[src/hdl/sfc_pkg.sv]
// Shared constants and width helpers for the sphere frustum cull core.
// Used by sfc_plane_eval and sphere_frustum_cull_core; depends on nothing.
`timescale 1ns / 1ps

package sfc_pkg;

    localparam int NUM_PLANES      = 6;
    localparam int COORD_WIDTH_DEF = 16;
    localparam int COEF_WIDTH      = 16;
    localparam int FRAC_BITS       = 14;
    localparam int RADIUS_WIDTH    = 15;
    localparam int BOUND_R_WIDTH   = 16;
    localparam int OFF_W           = 18;
    localparam int OFFSET_CAP      = 131072;
    localparam int CFG_ADDR_WIDTH  = 6;
    localparam int CFG_DATA_WIDTH  = 64;
    localparam int REG_IDX_WIDTH   = 3;

    localparam logic [REG_IDX_WIDTH-1:0] REG_BOUND_CENTER = 3'd6;
    localparam logic [REG_IDX_WIDTH-1:0] REG_BOUND_SPHERE = 3'd7;

    localparam logic [1:0] VIEW_OUTSIDE = 2'd0;
    localparam logic [1:0] VIEW_PARTIAL = 2'd1;
    localparam logic [1:0] VIEW_INSIDE  = 2'd2;

    // Width of one coefficient-by-coordinate product.
    function automatic int prod_width(input int cw);
        return COEF_WIDTH + cw;
    endfunction

    // Width of a full plane distance: three products plus d scaled by 2^14.
    function automatic int dist_width(input int cw);
        int w;
        w = prod_width(cw);
        if (w < COEF_WIDTH + FRAC_BITS)
            w = COEF_WIDTH + FRAC_BITS;
        return w + 2;
    endfunction

endpackage

[src/hdl/sfc_plane_eval.sv]
// One plane of the view volume: registered products, then registered distance.
// Depends on sfc_pkg.
`timescale 1ns / 1ps

module sfc_plane_eval
    import sfc_pkg::*;
#(
    parameter int COORD_WIDTH = COORD_WIDTH_DEF
)
(
    input  logic                                   clk,
    input  logic signed [COORD_WIDTH-1:0]          x,
    input  logic signed [COORD_WIDTH-1:0]          y,
    input  logic signed [COORD_WIDTH-1:0]          z,
    input  logic        [4*COEF_WIDTH-1:0]         plane,
    output logic signed [dist_width(COORD_WIDTH)-1:0] distance
);

    localparam int PROD_W = prod_width(COORD_WIDTH);
    localparam int DIST_W = dist_width(COORD_WIDTH);

    logic signed [COEF_WIDTH-1:0] coef_a;
    logic signed [COEF_WIDTH-1:0] coef_b;
    logic signed [COEF_WIDTH-1:0] coef_c;
    logic signed [COEF_WIDTH-1:0] coef_d;

    logic signed [PROD_W-1:0] pa_next, pb_next, pc_next;
    logic signed [PROD_W-1:0] pa_reg, pb_reg, pc_reg;
    logic signed [DIST_W-1:0] dist_next;
    logic signed [DIST_W-1:0] dist_reg;

    assign coef_a = plane[COEF_WIDTH-1:0];
    assign coef_b = plane[2*COEF_WIDTH-1:COEF_WIDTH];
    assign coef_c = plane[3*COEF_WIDTH-1:2*COEF_WIDTH];
    assign coef_d = plane[4*COEF_WIDTH-1:3*COEF_WIDTH];

    assign pa_next = PROD_W'(coef_a) * PROD_W'(x);
    assign pb_next = PROD_W'(coef_b) * PROD_W'(y);
    assign pc_next = PROD_W'(coef_c) * PROD_W'(z);

    // d is in world units, lined up with the products of Q2.14 coefficients.
    assign dist_next = DIST_W'(pa_reg) + DIST_W'(pb_reg) + DIST_W'(pc_reg)
                     + (DIST_W'(coef_d) <<< FRAC_BITS);

    always_ff @(posedge clk)
    begin
        pa_reg   <= pa_next;
        pb_reg   <= pb_next;
        pc_reg   <= pc_next;
        dist_reg <= dist_next;
    end

    assign distance = dist_reg;

endmodule

[config.mk]
export PLATFORM = sky130hd
export DESIGN_NAME = sfc_plane_eval
export DESIGN_NICKNAME = d
export VERILOG_FILES = /design/src/hdl/sfc_pkg.sv /design/src/hdl/sfc_plane_eval.sv
export SDC_FILE = /design/constraint.sdc
export NUM_CORES = 2
export LEC_CHECK = 0
export BUFFER_PORTS_ARGS = -buffer_cell sky130_fd_sc_hd__buf_2
export CAP_MARGIN = 15
export CORE_MARGIN = 2
export CORE_UTILIZATION = 40
export CTS_CLUSTER_DIAMETER = 120
export DETAILED_ROUTE_END_ITERATION = 6
export GPL_TIMING_DRIVEN = 0
export PLACE_DENSITY = 0.56
export REMOVE_ABC_BUFFERS = 1
export SLEW_MARGIN = 10
export SYNTH_ARGS = -nofsm -noshare
export SYNTH_HDL_FRONTEND = slang
export SYNTH_SLANG_ARGS = --single-unit
[constraint.sdc]
create_clock -name clk -period 8.75 [get_ports clk]
set_clock_uncertainty 0.2 [all_clocks]
set_input_delay 1.3125 -clock clk [delete_from_list [all_inputs] [get_ports clk]]
set_output_delay 1.3125 -clock clk [all_outputs]
set_load 0.05 [all_outputs]
==> results.toml <==
[placed_design]
dp.cells = 4850
gp_congestion = 0.805
port_buffers = 146
dpl.hpwl_um = 68300

[logic_synthesis]
syn_area_um2 = 34800
synthFlopType = "dfxtp_1"
synth_compound_area_share_pct = 5.66
yosysWarningCount = 0
yosys.area_share.simple_pct = 14.5
ys_types = 73
avgSynthCellArea_um2 = 9.53
synth.area.mux_share_pct = 0.0288
syn_inst = 3648
async_flop_share_pct = 0
synthAdderAreaFrac_pct = 58.7
yosysTopAreaCellShare_pct = 48.2
synth_area_leaders = "fa_1 48%, ha_1 10%, inv_1 9.4%, dfxtp_1 7.5%, and2_1 6.7%"
synth_seq_cells = 130
ys_seq_area_share_pct = 7.48
synth_edf_count = 0
synthXorXnorAreaFrac_pct = 3.22
synth_top_family_by_area = "adder cells"
synth_top_area_cell = "fa_1"

[clocking]
cts_resized = 0
cts_setup_buffers = 0
cts_sinks = 130
cts-root-buf = "clkbuf_16"
cts_buffer_depth = 2
clk_pin_slew_ns = 0.06
cts.hold.buffers_added = 0
numCtsBuffers = 17
insertion_delay_ns = 0.44
cts_tree = "yes"
h-tree-depth = 4

[grt]
antenna_found_initial = 12
grt_pass1_vias = 26000
grt.overflow.total = 0
grt_usage_pct = 19.5
grt_max_degree = 17
grt_pass1_wl_um = 137000

[routing]
drt_iter0_markers = 1056
antenna_left = 0
vias = 23800
drc = 0
wl_um = 81300
firstDrtPassIters = 5
drt-wirelength-per-cell_um = 16.6
vias_per_cell = 4.86

[min_path]
holdCritPathClass = "reg -> reg"

[critical_path]
rr_worst_depth = 12
worstPathArrival_ns = 7.53
cp_slowest_cell = "fa_1"
critical_path_class = "in -> reg"
r2r_slack_ns = 4.65
rr_endpoint = "distance[32]"
endpoint = "pc_reg[27]"
r2r-start = "pc_reg[2]"
worstSetupEndpointType = "register"
crit_fanout = 16
start_kind = "input pin"
cp.required_ns = 8.82
critPathMostFrequentCell = "fa_1"
critPathLaunch = "z[1]"
slowest_delay_ns = 0.89
worstPathCellList = "buf_2 > nand2_1 > inv_1 > fa_1 > fa_1 > fa_1 > fa_1 > fa_1 > inv_1 > fa_1 > inv_1 > ha_1 > and3_1 > nand4_1 > o22ai_1 > o311ai_1 > or2b_1 > xor2_1"

[flow_run]
cap_viol_max_count = 0

[finish]
nNetsFinal = 4955
area_delta_synth_final_pct = 6.99
finish.utilization_pct = 43.0
final_cell_mix = "870 x inv_1, 838 x fa_1, 402 x nand2_1"
layout-drive-gt1-share_pct = 5.63
layout_commonest_cell = "inv_1"
largest_reg_flops = 34
stdcell_count = 4884

[die]
die-area_um2 = 89300
die_h_um = 299
coreArea_um2 = 86500
rows = 108
start_util_pct = 40.2
pin_count = 147
die_w_um = 299

[sta]
worst_slew_pin_slew_ns = 0.851
rsz0062_at_grt = "false"
slew_headroom_pct = 42.9
setup-tns-final_ns = 0
period_share_pct = 85.3
timing.fmax_mhz = 134
final-setup-viol-count = 0
fin_crit_ns = 7.47
drv_slew = 0
hold_viol = 0

[run_status]
status = "finished, final reports clean"
## cell usage after synthesis (all sizes together), types with 12 or more instances
library cell  count
nor2             94
nand2           404
fa              838
nand2b           22
clkbuf           99
o21bai           16
a21o             37
o211ai           13
nor3             30
o21ai            50
inv             870
and3             12
a21oi            87
a211oi           18
xor2             30
nand3            20
and2            375
xnor2            98
o21a             16
ha              290
dfxtp           130
## routing by layer
metal	track usage (%)	vias up	wire [um]
met5	0	-	21
met4	4.18	4	1450
met3	2.16	84	3360
met2	33.4	391	40600
met1	26.5	12300	35900
li1	-	11000	-
## layout make-up
type / count / area (um2)
tap: 1155 / 1450
multi-input combinational: 2548 / 28500
clock buffer: 18 / 439
fill: 8622 / 49300
clock inverter: 14 / 179
antenna: 2 / 5.00
sequential: 130 / 2600
inverter: 870 / 3270
timing repair buffer: 147 / 738
## kinds of logic after synthesis
logic type	Yosys count
muxes	1
buffers and inverters	970
xor gates and xnor gates	128
AOI/OAI and AO/OA	287
and+or+nand+nor	1004
DFF	130
adders and majority gates	1128
## critical path, delay by kind of cell
kind | cells | cell delay [ns]
AO/OA/AOI/OAI | 2 | 0.57
buffers and inverters | 4 | 0.53
XOR/XNOR | 1 | 0.61
adder cells (fa/ha/maj) | 7 | 3.77
AND/OR/NAND/NOR | 4 | 0.74
## how the worst min path moves through the flow
stage               cells after the start       from  slack (ns)     endpoint
floorplan                               3  pb_reg[0]        0.35  distance[0]
global placement                        3  pb_reg[0]        0.38  distance[0]
detailed placement                      3  pb_reg[0]        0.37  distance[0]
CTS                                     3  pb_reg[0]        0.38  distance[0]
global route                            3  pb_reg[0]        0.41  distance[0]
finish                                  3  pb_reg[0]        0.37  distance[0]
## per-stage QoR
stage / area, um2 / worst slack (ns) / hold slack, ns
floorplan: 34400 / 1.84 / 0.349
global placement: 36600 / 0.180 / 0.379
detailed placement: 36600 / 0.739 / 0.370
CTS: 37200 / 1.17 / 0.378
global route: 37200 / 0.877 / 0.414
finish: 37200 / 1.28 / 0.373
Power is left out: the tool's default activity adds up to more than one toggle a clock period on the data nets, which glitch-free logic cannot reach.
